## config.mk

```make
export PLATFORM = sky130hd
export DESIGN_NAME = transparent_rle_scanline_encoder_core
export DESIGN_NICKNAME = d
export VERILOG_FILES = /design/src/rtl/core/trle_pkg.sv /design/src/rtl/core/trle_front.sv /design/src/rtl/core/trle_fifo.sv /design/src/rtl/core/trle_back.sv /design/src/rtl/core/transparent_rle_scanline_encoder_core.sv
export SDC_FILE = /design/constraint.sdc
export NUM_CORES = 1
export LEC_CHECK = 0
export BUFFER_PORTS_ARGS = -buffer_cell sky130_fd_sc_hd__buf_2
export CELL_PAD_IN_SITES_DETAIL_PLACEMENT = 1
export CELL_PAD_IN_SITES_GLOBAL_PLACEMENT = 1
export CORE_MARGIN = 2
export CORE_UTILIZATION = 57
export DETAILED_ROUTE_END_ITERATION = 6
export PLACE_DENSITY = 0.9
export SYNTH_ARGS = -nofsm -noshare
export SYNTH_HDL_FRONTEND = slang
export SYNTH_SLANG_ARGS = --single-unit
```

## constraint.sdc

```tcl
create_clock -name clk -period 22.5 [get_ports clk]
set_clock_uncertainty 0.05 [all_clocks]
set_input_delay 1.125 -clock clk [delete_from_list [all_inputs] [get_ports clk]]
set_output_delay 1.125 -clock clk [all_outputs]
set_load 0.02 [all_outputs]
```

## src/rtl/core/trle_pkg.sv

```systemverilog
`timescale 1ns / 1ps
// ============================================================================
// trle_pkg
// Shared types and constants of the transparency run-length scanline encoder.
// ============================================================================
package trle_pkg;

  localparam int BYTE_W      = 8;
  localparam int LEN_W       = 7;   // run length field of a header byte
  localparam int CHUNK_BYTES = 8;
  localparam int CNT_W       = 3;   // fill level of a chunk under assembly, 0..7
  localparam int OUT_CNT_W   = 4;   // byte_count field, 1..8
  localparam int MAX_RUN_DEF = 127;
  localparam int FIFO_DEPTH  = 4;
  localparam int FIFO_AW     = 2;

  localparam logic [BYTE_W-1:0] TRANSP_FLAG = 8'h80;
  localparam logic [BYTE_W-1:0] TERM_BYTE   = 8'h00;

  // One queue entry holds all the work caused by one pixel: an optional flush of
  // the previous run, an optional flush of the run the pixel belongs to, and an
  // optional line terminator.
  typedef struct packed {
    logic             a_valid;
    logic             a_opq;
    logic [LEN_W-1:0] a_len;
    logic             b_valid;
    logic             b_opq;
    logic [LEN_W-1:0] b_len;
    logic             term;
    logic             has_opq;
  } trle_cmd_t;

  typedef struct packed {
    logic              en;
    logic [LEN_W-1:0]  addr;
    logic [BYTE_W-1:0] data;
  } trle_wr_t;

  typedef struct packed {
    logic entry_done;
    logic done_opq;
  } trle_bk_stat_t;

  typedef enum logic [1:0] {
    BK_IDLE,
    BK_HEAD,
    BK_LIT,
    BK_TERM
  } bk_state_t;

endpackage

```

## src/rtl/core/trle_front.sv

```systemverilog
`timescale 1ns / 1ps
// ============================================================================
// trle_front
// Accepts pixels, tracks the open run and turns each pixel that closes a run into one queue entry.
// ============================================================================
module trle_front
  import trle_pkg::*;
#(
  parameter int MAX_RUN = MAX_RUN_DEF
) (
  input  logic              clk,
  input  logic              rst_n,
  input  logic              in_valid,
  output logic              in_ready,
  input  logic [BYTE_W-1:0] in_pixel,
  input  logic              in_line_end,
  input  logic              fifo_full,
  output logic              push,
  output trle_cmd_t         push_cmd,
  output trle_wr_t          mem_wr,
  input  trle_bk_stat_t     bk_stat
);

  logic             run_opq_r, run_opq_nxt;
  logic [LEN_W-1:0] run_len_r, run_len_nxt;
  logic             opq_busy_r, opq_busy_nxt;

  logic             accept;
  logic             opaque;
  logic [LEN_W-1:0] len1;
  logic [LEN_W-1:0] new_len;
  logic             full_run;

  // Literal store is shared with the back end, so no new pixel is taken while
  // an opaque flush is still queued or draining.
  assign in_ready = !fifo_full && !opq_busy_r;
  assign accept   = in_valid && in_ready;
  assign opaque   = (in_pixel != '0);

  always_comb begin
    push_cmd         = '0;
    push_cmd.a_valid = (run_len_r != '0) && (run_opq_r != opaque);
    push_cmd.a_opq   = run_opq_r;
    push_cmd.a_len   = run_len_r;

    len1     = push_cmd.a_valid ? '0 : run_len_r;
    new_len  = len1 + LEN_W'(1);
    full_run = (new_len == LEN_W'(MAX_RUN));

    push_cmd.b_valid = full_run || in_line_end;
    push_cmd.b_opq   = opaque;
    push_cmd.b_len   = new_len;
    push_cmd.term    = in_line_end;
    push_cmd.has_opq = (push_cmd.a_valid && push_cmd.a_opq) ||
                       (push_cmd.b_valid && push_cmd.b_opq);

    push = accept && (push_cmd.a_valid || push_cmd.b_valid || push_cmd.term);

    mem_wr.en   = accept && opaque;
    mem_wr.addr = len1;
    mem_wr.data = in_pixel;

    run_len_nxt  = run_len_r;
    run_opq_nxt  = run_opq_r;
    opq_busy_nxt = opq_busy_r;
    if (accept) begin
      if (push_cmd.b_valid) begin
        run_len_nxt = '0;
        run_opq_nxt = 1'b0;
      end else begin
        run_len_nxt = new_len;
        run_opq_nxt = opaque;
      end
    end
    if (push && push_cmd.has_opq) begin
      opq_busy_nxt = 1'b1;
    end else if (bk_stat.done_opq) begin
      opq_busy_nxt = 1'b0;
    end
  end

  always_ff @(posedge clk) begin
    if (!rst_n) begin
      run_len_r  <= '0;
      run_opq_r  <= 1'b0;
      opq_busy_r <= 1'b0;
    end else begin
      run_len_r  <= run_len_nxt;
      run_opq_r  <= run_opq_nxt;
      opq_busy_r <= opq_busy_nxt;
    end
  end

endmodule

```

## src/rtl/core/trle_fifo.sv

```systemverilog
`timescale 1ns / 1ps
// ============================================================================
// trle_fifo
// Short queue of run commands between the front end and the byte generator.
// ============================================================================
module trle_fifo
  import trle_pkg::*;
(
  input  logic      clk,
  input  logic      rst_n,
  input  logic      push,
  input  trle_cmd_t push_cmd,
  input  logic      pop,
  output trle_cmd_t head,
  output logic      full,
  output logic      empty
);

  trle_cmd_t          slot_r [FIFO_DEPTH];
  logic [FIFO_AW-1:0] wr_ptr_r, wr_ptr_nxt;
  logic [FIFO_AW-1:0] rd_ptr_r, rd_ptr_nxt;
  logic [FIFO_AW:0]   fill_r, fill_nxt;

  assign full  = (fill_r == (FIFO_AW+1)'(FIFO_DEPTH));
  assign empty = (fill_r == '0);
  assign head  = slot_r[rd_ptr_r];

  always_comb begin
    wr_ptr_nxt = push ? wr_ptr_r + FIFO_AW'(1) : wr_ptr_r;
    rd_ptr_nxt = pop ? rd_ptr_r + FIFO_AW'(1) : rd_ptr_r;
    fill_nxt   = fill_r;
    if (push && !pop) begin
      fill_nxt = fill_r + (FIFO_AW+1)'(1);
    end else if (pop && !push) begin
      fill_nxt = fill_r - (FIFO_AW+1)'(1);
    end
  end

  always_ff @(posedge clk) begin
    if (push) begin
      slot_r[wr_ptr_r] <= push_cmd;
    end
  end

  always_ff @(posedge clk) begin
    if (!rst_n) begin
      wr_ptr_r <= '0;
      rd_ptr_r <= '0;
      fill_r   <= '0;
    end else begin
      wr_ptr_r <= wr_ptr_nxt;
      rd_ptr_r <= rd_ptr_nxt;
      fill_r   <= fill_nxt;
    end
  end

endmodule

```

## src/rtl/core/trle_back.sv

```systemverilog
`timescale 1ns / 1ps
// ============================================================================
// trle_back
// Executes queued run commands one byte per cycle, pausing when a chunk closes on a full
// output register, and packs bytes into chunks of up to eight. Holds the open opaque run's literal store.
// ============================================================================
module trle_back
  import trle_pkg::*;
#(
  parameter int MAX_RUN = MAX_RUN_DEF
) (
  input  logic                          clk,
  input  logic                          rst_n,
  input  logic                          fifo_empty,
  output logic                          pop,
  input  trle_cmd_t                     head,
  input  trle_wr_t                      mem_wr,
  output trle_bk_stat_t                 stat,
  output logic                          out_valid,
  input  logic                          out_ready,
  output logic [CHUNK_BYTES*BYTE_W-1:0] out_bytes,
  output logic [OUT_CNT_W-1:0]          out_count,
  output logic                          out_last,
  output logic                          out_line_done
);

  localparam int IDX_W = (MAX_RUN > 1) ? $clog2(MAX_RUN) : 1;

  bk_state_t        state_r, state_nxt;
  trle_cmd_t        cur_r, cur_nxt;
  logic             seg_r, seg_nxt;          // 0: first flush, 1: second flush
  logic [IDX_W-1:0] idx_r, idx_nxt;

  logic [BYTE_W-1:0] store [MAX_RUN];
  logic [BYTE_W-1:0] rd_data_r;

  logic [BYTE_W-1:0] asm_r [CHUNK_BYTES];
  logic [BYTE_W-1:0] asm_nxt [CHUNK_BYTES];
  logic [CNT_W-1:0]  asm_cnt_r, asm_cnt_nxt;

  logic                          out_valid_r, out_valid_nxt;
  logic [CHUNK_BYTES*BYTE_W-1:0] out_bytes_r, out_bytes_nxt;
  logic [OUT_CNT_W-1:0]          out_cnt_r, out_cnt_nxt;
  logic                          out_last_r, out_last_nxt;
  logic                          out_done_r, out_done_nxt;

  logic             seg_opq;
  logic [LEN_W-1:0] seg_len;
  logic             more_b;
  logic             lit_end;
  logic             emitting;
  logic             last_byte;
  logic             closing;
  logic             out_free;
  logic             adv;
  logic [BYTE_W-1:0] byte_val;

  assign seg_opq  = seg_r ? cur_r.b_opq : cur_r.a_opq;
  assign seg_len  = seg_r ? cur_r.b_len : cur_r.a_len;
  assign more_b   = !seg_r && cur_r.b_valid;
  assign lit_end  = ((LEN_W'(idx_r) + LEN_W'(1)) == seg_len);
  assign out_free = !out_valid_r || out_ready;

  // Next state of the byte sequencer.
  always_comb begin
    state_nxt = state_r;
    cur_nxt   = cur_r;
    seg_nxt   = seg_r;
    idx_nxt   = idx_r;
    case (state_r)
      BK_IDLE: begin
        if (!fifo_empty) begin
          cur_nxt = head;
          if (head.a_valid) begin
            state_nxt = BK_HEAD;
            seg_nxt   = 1'b0;
          end else if (head.b_valid) begin
            state_nxt = BK_HEAD;
            seg_nxt   = 1'b1;
          end else begin
            state_nxt = BK_TERM;
          end
        end
      end
      BK_HEAD, BK_LIT: begin
        if (adv) begin
          if (state_r == BK_HEAD && seg_opq) begin
            state_nxt = BK_LIT;
            idx_nxt   = '0;
          end else if (state_r == BK_LIT && !lit_end) begin
            idx_nxt = idx_r + IDX_W'(1);
          end else if (more_b) begin
            state_nxt = BK_HEAD;
            seg_nxt   = 1'b1;
          end else if (cur_r.term) begin
            state_nxt = BK_TERM;
          end else begin
            state_nxt = BK_IDLE;
          end
        end
      end
      BK_TERM: begin
        if (adv) begin
          state_nxt = BK_IDLE;
        end
      end
      default: begin
        state_nxt = BK_IDLE;
      end
    endcase
  end

  // Sequencer outputs: the byte of this cycle and whether it ends the entry.
  always_comb begin
    pop       = 1'b0;
    emitting  = 1'b0;
    last_byte = 1'b0;
    byte_val  = TERM_BYTE;
    case (state_r)
      BK_IDLE: begin
        pop = !fifo_empty;
      end
      BK_HEAD: begin
        emitting  = 1'b1;
        byte_val  = seg_opq ? {1'b0, seg_len} : (TRANSP_FLAG | {1'b0, seg_len});
        last_byte = !seg_opq && !more_b && !cur_r.term;
      end
      BK_LIT: begin
        emitting  = 1'b1;
        byte_val  = rd_data_r;
        last_byte = lit_end && !more_b && !cur_r.term;
      end
      BK_TERM: begin
        emitting  = 1'b1;
        byte_val  = TERM_BYTE;
        last_byte = 1'b1;
      end
      default: begin
        pop = 1'b0;
      end
    endcase
    closing         = (asm_cnt_r == CNT_W'(CHUNK_BYTES - 1)) || last_byte;
    adv             = emitting && (!closing || out_free);
    stat.entry_done = adv && last_byte;
    stat.done_opq   = adv && last_byte && cur_r.has_opq;
  end

  // Chunk assembly and the output register.
  always_comb begin
    for (int j = 0; j < CHUNK_BYTES; j++) begin
      asm_nxt[j] = asm_r[j];
    end
    asm_cnt_nxt   = asm_cnt_r;
    out_valid_nxt = out_ready ? 1'b0 : out_valid_r;
    out_bytes_nxt = out_bytes_r;
    out_cnt_nxt   = out_cnt_r;
    out_last_nxt  = out_last_r;
    out_done_nxt  = out_done_r;
    if (adv) begin
      if (closing) begin
        for (int j = 0; j < CHUNK_BYTES; j++) begin
          if (CNT_W'(j) < asm_cnt_r) begin
            out_bytes_nxt[j*BYTE_W +: BYTE_W] = asm_r[j];
          end else if (CNT_W'(j) == asm_cnt_r) begin
            out_bytes_nxt[j*BYTE_W +: BYTE_W] = byte_val;
          end else begin
            out_bytes_nxt[j*BYTE_W +: BYTE_W] = '0;
          end
        end
        out_valid_nxt = 1'b1;
        out_cnt_nxt   = OUT_CNT_W'(asm_cnt_r) + OUT_CNT_W'(1);
        out_last_nxt  = last_byte;
        out_done_nxt  = last_byte && cur_r.term;
        asm_cnt_nxt   = '0;
      end else begin
        asm_nxt[asm_cnt_r] = byte_val;
        asm_cnt_nxt        = asm_cnt_r + CNT_W'(1);
      end
    end
  end

  // Literal store: written by the front end, read one entry ahead of use.
  always_ff @(posedge clk) begin
    if (mem_wr.en) begin
      store[mem_wr.addr[IDX_W-1:0]] <= mem_wr.data;
    end
    rd_data_r <= store[idx_nxt];
  end

  always_ff @(posedge clk) begin
    cur_r       <= cur_nxt;
    idx_r       <= idx_nxt;
    out_bytes_r <= out_bytes_nxt;
    out_cnt_r   <= out_cnt_nxt;
    out_last_r  <= out_last_nxt;
    out_done_r  <= out_done_nxt;
    for (int j = 0; j < CHUNK_BYTES; j++) begin
      asm_r[j] <= asm_nxt[j];
    end
  end

  always_ff @(posedge clk) begin
    if (!rst_n) begin
      state_r     <= BK_IDLE;
      seg_r       <= 1'b0;
      asm_cnt_r   <= '0;
      out_valid_r <= 1'b0;
    end else begin
      state_r     <= state_nxt;
      seg_r       <= seg_nxt;
      asm_cnt_r   <= asm_cnt_nxt;
      out_valid_r <= out_valid_nxt;
    end
  end

  assign out_valid     = out_valid_r;
  assign out_bytes     = out_bytes_r;
  assign out_count     = out_cnt_r;
  assign out_last      = out_last_r;
  assign out_line_done = out_done_r;

endmodule

```

## src/rtl/core/transparent_rle_scanline_encoder_core.sv

```systemverilog
`timescale 1ns / 1ps
// ============================================================================
// transparent_rle_scanline_encoder_core
// Run-length encoder for 8-bit palette scanlines with a transparent color.
// ============================================================================
// Usage:
// - The in_ stream carries one pixel per request; in_tlast marks the last pixel
//   of a scanline. Pixel value 0 is transparent.
// - The out_ stream carries chunks of up to eight encoded bytes. out_tlast is
//   set on the final chunk caused by one pixel; out_tuser is set on the chunk
//   that holds the line terminator.
// - A pixel that only extends a run is taken every cycle while in_tready is high and produces nothing.
// - A pixel that closes runs is turned into one queue entry. The byte generator
//   loads an entry from the queue and then emits one byte per cycle, pausing
//   only when a chunk closes while the receiver has not yet taken the last one.
// - The literal store has a single write and a single read port; while an
//   opaque run is queued or being drained from it, in_tready stays low. Earlier
//   queued entries and receiver stalls keep it low for longer.
// - A four-entry command queue and the output register let the input side keep
//   running while the receiver stalls, until the queue fills.
// - Synchronous reset (rst_n low) empties the queue, drops any pending chunk
//   and starts with no open run. The literal store needs no clearing.
// ============================================================================
module transparent_rle_scanline_encoder_core
  import trle_pkg::*;
#(
  parameter int MAX_RUN = MAX_RUN_DEF
) (
  input  logic        clk,
  input  logic        rst_n,
  input  logic        in_tvalid,
  output logic        in_tready,
  input  logic [7:0]  in_tdata,   // [7:0] pixel
  input  logic        in_tlast,   // line_end
  output logic        out_tvalid,
  input  logic        out_tready,
  output logic [71:0] out_tdata,  // [63:0] byte_0..byte_7, [67:64] byte_count, rest 0
  output logic        out_tlast,  // chunk_last
  output logic        out_tuser   // line_done
);

  logic                          fifo_full;
  logic                          fifo_empty;
  logic                          push;
  logic                          pop;
  trle_cmd_t                     push_cmd;
  trle_cmd_t                     head_cmd;
  trle_wr_t                      mem_wr;
  trle_bk_stat_t                 bk_stat;
  logic [CHUNK_BYTES*BYTE_W-1:0] chunk_bytes;
  logic [OUT_CNT_W-1:0]          chunk_count;

  trle_front #(
    .MAX_RUN (MAX_RUN)
  ) u_front (
    .clk         (clk),
    .rst_n       (rst_n),
    .in_valid    (in_tvalid),
    .in_ready    (in_tready),
    .in_pixel    (in_tdata),
    .in_line_end (in_tlast),
    .fifo_full   (fifo_full),
    .push        (push),
    .push_cmd    (push_cmd),
    .mem_wr      (mem_wr),
    .bk_stat     (bk_stat)
  );

  trle_fifo u_fifo (
    .clk      (clk),
    .rst_n    (rst_n),
    .push     (push),
    .push_cmd (push_cmd),
    .pop      (pop),
    .head     (head_cmd),
    .full     (fifo_full),
    .empty    (fifo_empty)
  );

  trle_back #(
    .MAX_RUN (MAX_RUN)
  ) u_back (
    .clk           (clk),
    .rst_n         (rst_n),
    .fifo_empty    (fifo_empty),
    .pop           (pop),
    .head          (head_cmd),
    .mem_wr        (mem_wr),
    .stat          (bk_stat),
    .out_valid     (out_tvalid),
    .out_ready     (out_tready),
    .out_bytes     (chunk_bytes),
    .out_count     (chunk_count),
    .out_last      (out_tlast),
    .out_line_done (out_tuser)
  );

  assign out_tdata = {4'b0000, chunk_count, chunk_bytes};

endmodule

```

==> impl_metrics.json, run 1 <==
{
  "synth_warnings": 0,
  "power.density_nw_per_um2": 112.0,
  "wl_per_cell_um": 35.29,
  "htree_levels": 4,
  "start_kind": "flip-flop",
  "cts.repair.resized": 0,
  "grt_antenna_before_repair": 8,
  "synth-seq-area-share": 0.7507,
  "grt_usage": 0.3642,
  "core_area_um2": 88240,
  "wirelength_um": 165200,
  "drc": 0,
  "cts.sinks": 1281,
  "hold_depth": 2,
  "layout_common_cells": "1241 x edfxtp_1, 369 x nand2_1, 219 x nor2_1, 184 x o22ai_1, 132 x clkbuf_16",
  "crit_fanout": 164,
  "vias": 34180,
  "cts_tree": "done",
  "die-area_um2": 91370,
  "synth_seq_cells": 1281,
  "boundaryPins": 89,
  "clock-root-buffer": "clkbuf_16",
  "status": "completed",
  "synth_top_area_share": 0.7349,
  "p_leak_nw": 18.20,
  "synth_area_um2": 50710,
  "io_buffers": 84,
  "async_flop_share": 0,
  "period_minus_slack_ns": 8.232,
  "initial_core_util": 0.5747,
  "cts_hold_buf": 0,
  "via_per_inst": 7.299,
  "num_rows": 109,
  "setup_violations": 0,
  "drt_iter0_drc": 5189,
  "place.gp.congestion": 0.8682,
  "cts.clk_slew.worst_paths_ns": 0.06,
  "fillerInstances": 7764,
  "grt_pass1_wl_um": 240300,
  "fmax_mhz": 121.5,
  "tns_ns": 0,
  "layout-drive-gt1-share": 0.1109,
  "grt_max_degree": 165,
  "yosys.cell_types.count": 87,
  "synth_edf_count": 1241,
  "yosys.area.top_type": "edfxtp_1",
  "ys.flop_type": "edfxtp_1",
  "nNetsFinal": 3444,
  "insertion_delay_ns": 0.78,
  "tightest_slew_ns": 1.360,
  "final_antenna_net_count": 0,
  "path_class": "reg -> reg",
  "grt_pass1_vias": 35060,
  "place_hpwl_um": 92190,
  "slew_headroom": 0.09236,
  "cap_viol_max_count": 0,
  "syn_to_final_growth_pct": 10.65,
  "ir_worst_vdd_uv": 173.7,
  "hold_class": "reg -> reg",
  "cp.arrival_ns": 8.88,
  "reg2reg_depth": 17,
  "overflow": 0,
  "layout_commonest_cell": "edfxtp_1",
  "fin_crit_sh": 0.3659,
  "fp.dieH_um": 302.3,
  "avgSynthCellArea_um2": 15.08,
  "firstDrtPassIters": 6,
  "cts_buffers": 132,
  "clock_path_buffers": 3,
  "hold_viol": 0,
  "rsz0062_at_grt": "false",
  "crit_path_end_kind": "flip-flop",
  "synthCells": 3363,
  "die_x_um": 302.3,
  "drv_slew": 0,
  "cts_setup_buffers": 0,
  "synth.top_cells.by_area": "edfxtp_1 73%, nand2_1 2.7%, o22ai_1 2.3%, o221ai_1 2.0%, mux2i_1 1.9%",
  "utilization": 0.6359,
  "cp_data_required_time_ns": 23.15
}
-- cell usage after synthesis, drive strengths merged (30+ instances only) --
cell type / n
a211oi: 71
mux2i: 98
nor3: 30
clkbuf: 82
and3: 45
o22ai: 186
a31oi: 42
dfxtp: 40
nor2: 224
a21oi: 71
nand3: 120
edfxtp: 1241
nand2: 369
o221ai: 118
buf: 146
o21ai: 130
-- cells by family after synthesis --
kind of cell               synth area share
AOI/OAI and AO/OA                    0.1051
xor gates and xnor gates           0.004738
adders and majority gates          0.004589
buffers and inverters               0.02440
DFF                                  0.7507
muxes                               0.03296
other                            0.00007395
and+or+nand+nor                     0.07745
-- metrics by stage --
step | std cells | cell area, um2 | hold WS, ns | setup slack [ns] | total power [mW]
6_report | 4683 | 56110 | 0.4889 | 14.27 | 6.285
5_1_grt | 4681 | 56110 | 0.5010 | 13.86 | 6.409
4_1_cts | 4681 | 56110 | 0.4836 | 14.43 | 6.226
3_5_place_dp | 4444 | 52000 | 0.4718 | 14.70 | 4.084
3_3_place_gp | 4443 | 51990 | 0.4398 | 13.84 | 3.998
2_1_floorplan | 3366 | 50720 | 0.4048 | 15.07 | 3.653
-- metal layers --
layer,share of wire,global-route usage,up-vias
met3,0.12,0.09969,748
li1,-,-,13360
met2,0.48,0.5836,2947
met4,0.068,0.2174,14
met1,0.34,0.4454,17120
met5,0.00056,0,-
-- worst max-delay path, cell delays in order, from the launching register on --
cell and delay, ns:
dfxtp_1 1.23, ha_1 0.59, nor2_1 0.14, o21bai_1 0.72
a211oi_1 0.20, a21boi_0 0.36, o21a_1 0.63, nor2_4 0.04
buf_4 0.37, inv_8 0.61, buf_12 0.67, buf_4 0.91
nand2_1 0.22, a21oi_1 0.29, o22a_1 0.22, nand4_1 0.18
o31ai_1 0.26, a311o_1 0.19
-- worst paths after layout --
path | from | to | slack [ns]
max | u_back.asm_cnt_r[2] | u_back.rd_data_r[6] | 14.27
min | u_back.asm_r[0][21] | u_back.out_bytes[21] | 0.49
max reg2reg | u_back.asm_cnt_r[2] | u_back.rd_data_r[6] | 14.27
min reg2reg | u_back.asm_r[0][21] | u_back.out_bytes[21] | 0.49
-- layout make-up --
cell class	count	area, um2	area share
timing repair buffer	141	897.1	0.01599
antenna	2	5.005	0.00008920
clock buffer	169	3472	0.06188
clock inverter	68	629.4	0.01122
inverter	27	111.4	0.001985
tap	1165	1458	0.02598
sequential	1281	38070	0.6784
multi-input combinational	1830	11470	0.2044
-- state kept, by name, summed over array words and instances, names as in the netlist, named ones only --
name,cells
u_back.asm_cnt_r,3
u_front.opq_busy_r,1
u_back.store,1016
u_back.out_valid,1
u_back.out_last,1
u_back.seg_r,1
u_back.idx_r,7
u_back.asm_r,56
u_back.state_r,2
u_back.out_line_done,1
u_fifo.fill_r,3
u_fifo.slot_r,80
u_fifo.rd_ptr_r,2
u_back.cur_r,19
u_back.out_count,4
u_front.run_len_r,7
u_fifo.wr_ptr_r,2
u_front.run_opq_r,1
u_back.rd_data_r,8
u_back.out_bytes,64
-- report_power, final --
part | switching, mW | total (mW) | leakage (nW) | internal, mW
combinational | 0.977 | 1.35 | 4.66 | 0.370
clock | 0.967 | 2.14 | 1.99 | 1.17
sequential | 0.0764 | 2.80 | 11.6 | 2.72
No activity file was read; power rests on OpenSTA's default activity.
==> run 2: changes to the inputs <==
--- a/config.mk
+++ b/config.mk
@@ -9,9 +9,9 @@
 export CELL_PAD_IN_SITES_DETAIL_PLACEMENT = 1
 export CELL_PAD_IN_SITES_GLOBAL_PLACEMENT = 1
 export CORE_MARGIN = 2
-export CORE_UTILIZATION = 57
+export CORE_UTILIZATION = 48
 export DETAILED_ROUTE_END_ITERATION = 6
-export PLACE_DENSITY = 0.9
+export PLACE_DENSITY = 0.81
 export SYNTH_ARGS = -nofsm -noshare
 export SYNTH_HDL_FRONTEND = slang
 export SYNTH_SLANG_ARGS = --single-unit
==> constraint.sdc (replaced) <==
create_clock -name clk -period 7.3 [get_ports clk]
set_clock_uncertainty 0.05 [all_clocks]
set_input_delay 0.365 -clock clk [delete_from_list [all_inputs] [get_ports clk]]
set_output_delay 0.365 -clock clk [all_outputs]
set_load 0.02 [all_outputs]
==> run 2 against run 1 <==
Die area increased by 18%; final cell count increased by 5.1%; critical endpoint is now u_fifo.fill_r[2]; via count decreased by 4.2%; worst hold slack got worse by 0.45 ns; power increased to 3.1 times the previous value; non-clock buffer count increased by 14; largest power group unchanged; worst setup slack got worse by 14 ns; sequential cell count unchanged; critical path depth increased by 2; register-to-register slack got worse by 13 ns.
==> impl_metrics.json, run 2 (same netlist as run 1, synthesis figures left out) <==
{
  "place_hpwl_um": 91450,
  "switching_share": 0.3129,
  "cp_data_required_time_ns": 7.92,
  "die_x_um": 329.0,
  "firstDrtPassIters": 6,
  "r2r_start": "u_back.asm_cnt_r[1]",
  "hold_viol": 0,
  "fin_crit_sh": 0.8990,
  "p_int_mw": 13.45,
  "clock-root-buffer": "clkbuf_16",
  "drt_iter0_drc": 4340,
  "path_class": "in -> reg",
  "power.density_nw_per_um2": 344.4,
  "start_kind": "primary input",
  "overflow": 0,
  "cpLargestDelayFamily": "simple AND/OR/NAND/NOR gates",
  "core_area_um2": 105000,
  "power_frac_comb": 0.212,
  "fmax_mhz": 152.4,
  "vias": 32750,
  "grt_usage": 0.2876,
  "crit_end": "u_fifo.fill_r[2]",
  "largest_reg_flops": 1016,
  "slew_headroom": 0.1395,
  "crit_path_end_kind": "flip-flop",
  "io_buffers": 84,
  "cts.sinks": 1281,
  "num_rows": 119,
  "status": "completed",
  "cp_cell_sequence": "dlygate4sd3_1 -> buf_4 -> nor4_1 -> nand2_1 -> xnor2_1 -> and2_1 -> ha_1 -> nand3_1 -> xor2_1 -> or2_2 -> nor2_1 -> a41oi_1 -> a21oi_1 -> ha_1 -> inv_1 -> fa_1 -> xor2_1 -> or3_1 -> a21oi_1",
  "hold_start": "in_tdata[3]",
  "tightest_slew_ns": 1.279,
  "cts_tree": "done",
  "nNetsFinal": 3457,
  "worst-path-buf-inv": 3,
  "via_per_inst": 6.652,
  "hold_class": "in -> reg",
  "grt_antenna_before_repair": 4,
  "p_leak_nw": 18.43,
  "seqCellArea_um2": 38070,
  "layout_common_cells": "1241 x edfxtp_1, 368 x nand2_1, 219 x nor2_1, 184 x o22ai_1, 134 x clkbuf_16",
  "cts_setup_buffers": 0,
  "cts.repair.resized": 0,
  "initial_core_util": 0.4831,
  "netSwitchingPower_mw": 6.124,
  "cts_buffers": 131,
  "final_antenna_net_count": 0,
  "tns_ns": 0,
  "place.gp.congestion": 0.8777,
  "drc": 0,
  "fin_ws_ns": 0.7371,
  "clock_path_buffers": 3,
  "clkPwrFrac": 0.350,
  "grt_max_degree": 155,
  "layout_commonest_cell": "edfxtp_1",
  "grt_pass1_wl_um": 229100,
  "r2r_end": "u_back.rd_data_r[3]",
  "cts.clk_slew.worst_paths_ns": 0.06,
  "hold_depth": 1,
  "cp-startpoint": "in_tdata[2]",
  "cap_viol_max_count": 0,
  "htree_levels": 4,
  "cp.arrival_ns": 7.18,
  "period_minus_slack_ns": 6.563,
  "insertion_delay_ns": 0.76,
  "fp.dieH_um": 329.0,
  "grt_pass1_vias": 33660,
  "reg2reg_depth": 16,
  "critPathMaxStageDelay_ns": 1.07,
  "syn_to_final_growth_pct": 12.08,
  "cts_hold_buf": 4,
  "multi_input_area_um2": 11480,
  "r2r_setup_slack_ns": 0.88,
  "p_seq_frac": 0.438,
  "wl_per_cell_um": 31.91,
  "setup_violations": 0,
  "crit_fanout": 8,
  "layout-drive-gt1-share": 0.1175,
  "rsz0062_at_grt": "false",
  "fillerInstances": 9817,
  "wirelength_um": 157100,
  "crit_slowest_cell": "nor4_1",
  "die-area_um2": 108300,
  "worst-path-stages": 19,
  "drv_slew": 0,
  "ir_worst_vdd_uv": 368.8,
  "dp_slack_ns": 0.8640,
  "boundaryPins": 89
}
-- run 2: power by group through the flow --
| stage | logic [mW] | registers, mW | clock network [mW] |
|---|---|---|---|
| after floorplan | 2.59 | 8.66 | 0 |
| after global placement | 3.83 | 8.70 | 0 |
| after detailed placement | 3.99 | 8.72 | 0 |
| after CTS | 4.08 | 8.57 | 6.87 |
| after global routing | 4.36 | 8.58 | 7.12 |
| final | 4.15 | 8.57 | 6.84 |
-- run 2: how the worst min path moves through the flow --
stage | slack, ns | to
after floorplan | 0.40 | u_fifo.slot_r[0][17]
after CTS | 0.01 | u_back.store[12][3]
final | 0.04 | u_back.store[12][3]
after global routing | 0.03 | u_back.store[12][3]
after detailed placement | 0.47 | u_back.out_bytes[18]
after global placement | 0.43 | u_front.opq_busy_r
-- run 2: per-stage QoR --
stage            util  total power [mW]  cells  cell area, um2  hold slack, ns
2_1_floorplan       -             11.26   3366           50730          0.4048
3_3_place_gp   0.4997             12.53   4680           52460          0.4344
3_5_place_dp   0.4997             12.71   4680           52460          0.4715
4_1_cts        0.5414             19.52   4922           56830        0.009712
5_1_grt        0.5414             20.06   4922           56830         0.02729
6_report       0.5415             19.57   4923           56840         0.04222
-- run 2: layout make-up --
type / count / area share
flip-flops and latches: 1281 / 0.6698
clock inverters: 77 / 0.01484
inverters: 27 / 0.001959
clock buffers: 161 / 0.06149
diodes: 1 / 0.00004403
repair buffers: 155 / 0.01928
well taps: 1391 / 0.03062
multi-input cells: 1830 / 0.2020
-- run 2: routing by layer --
layer,part of all wire,global-route usage,vias to the layer above
li1,-,-,13380
met1,0.37,0.3655,16800
met2,0.48,0.4681,2060
met3,0.090,0.05305,504
met4,0.060,0.1603,2
met5,0.000083,0,-
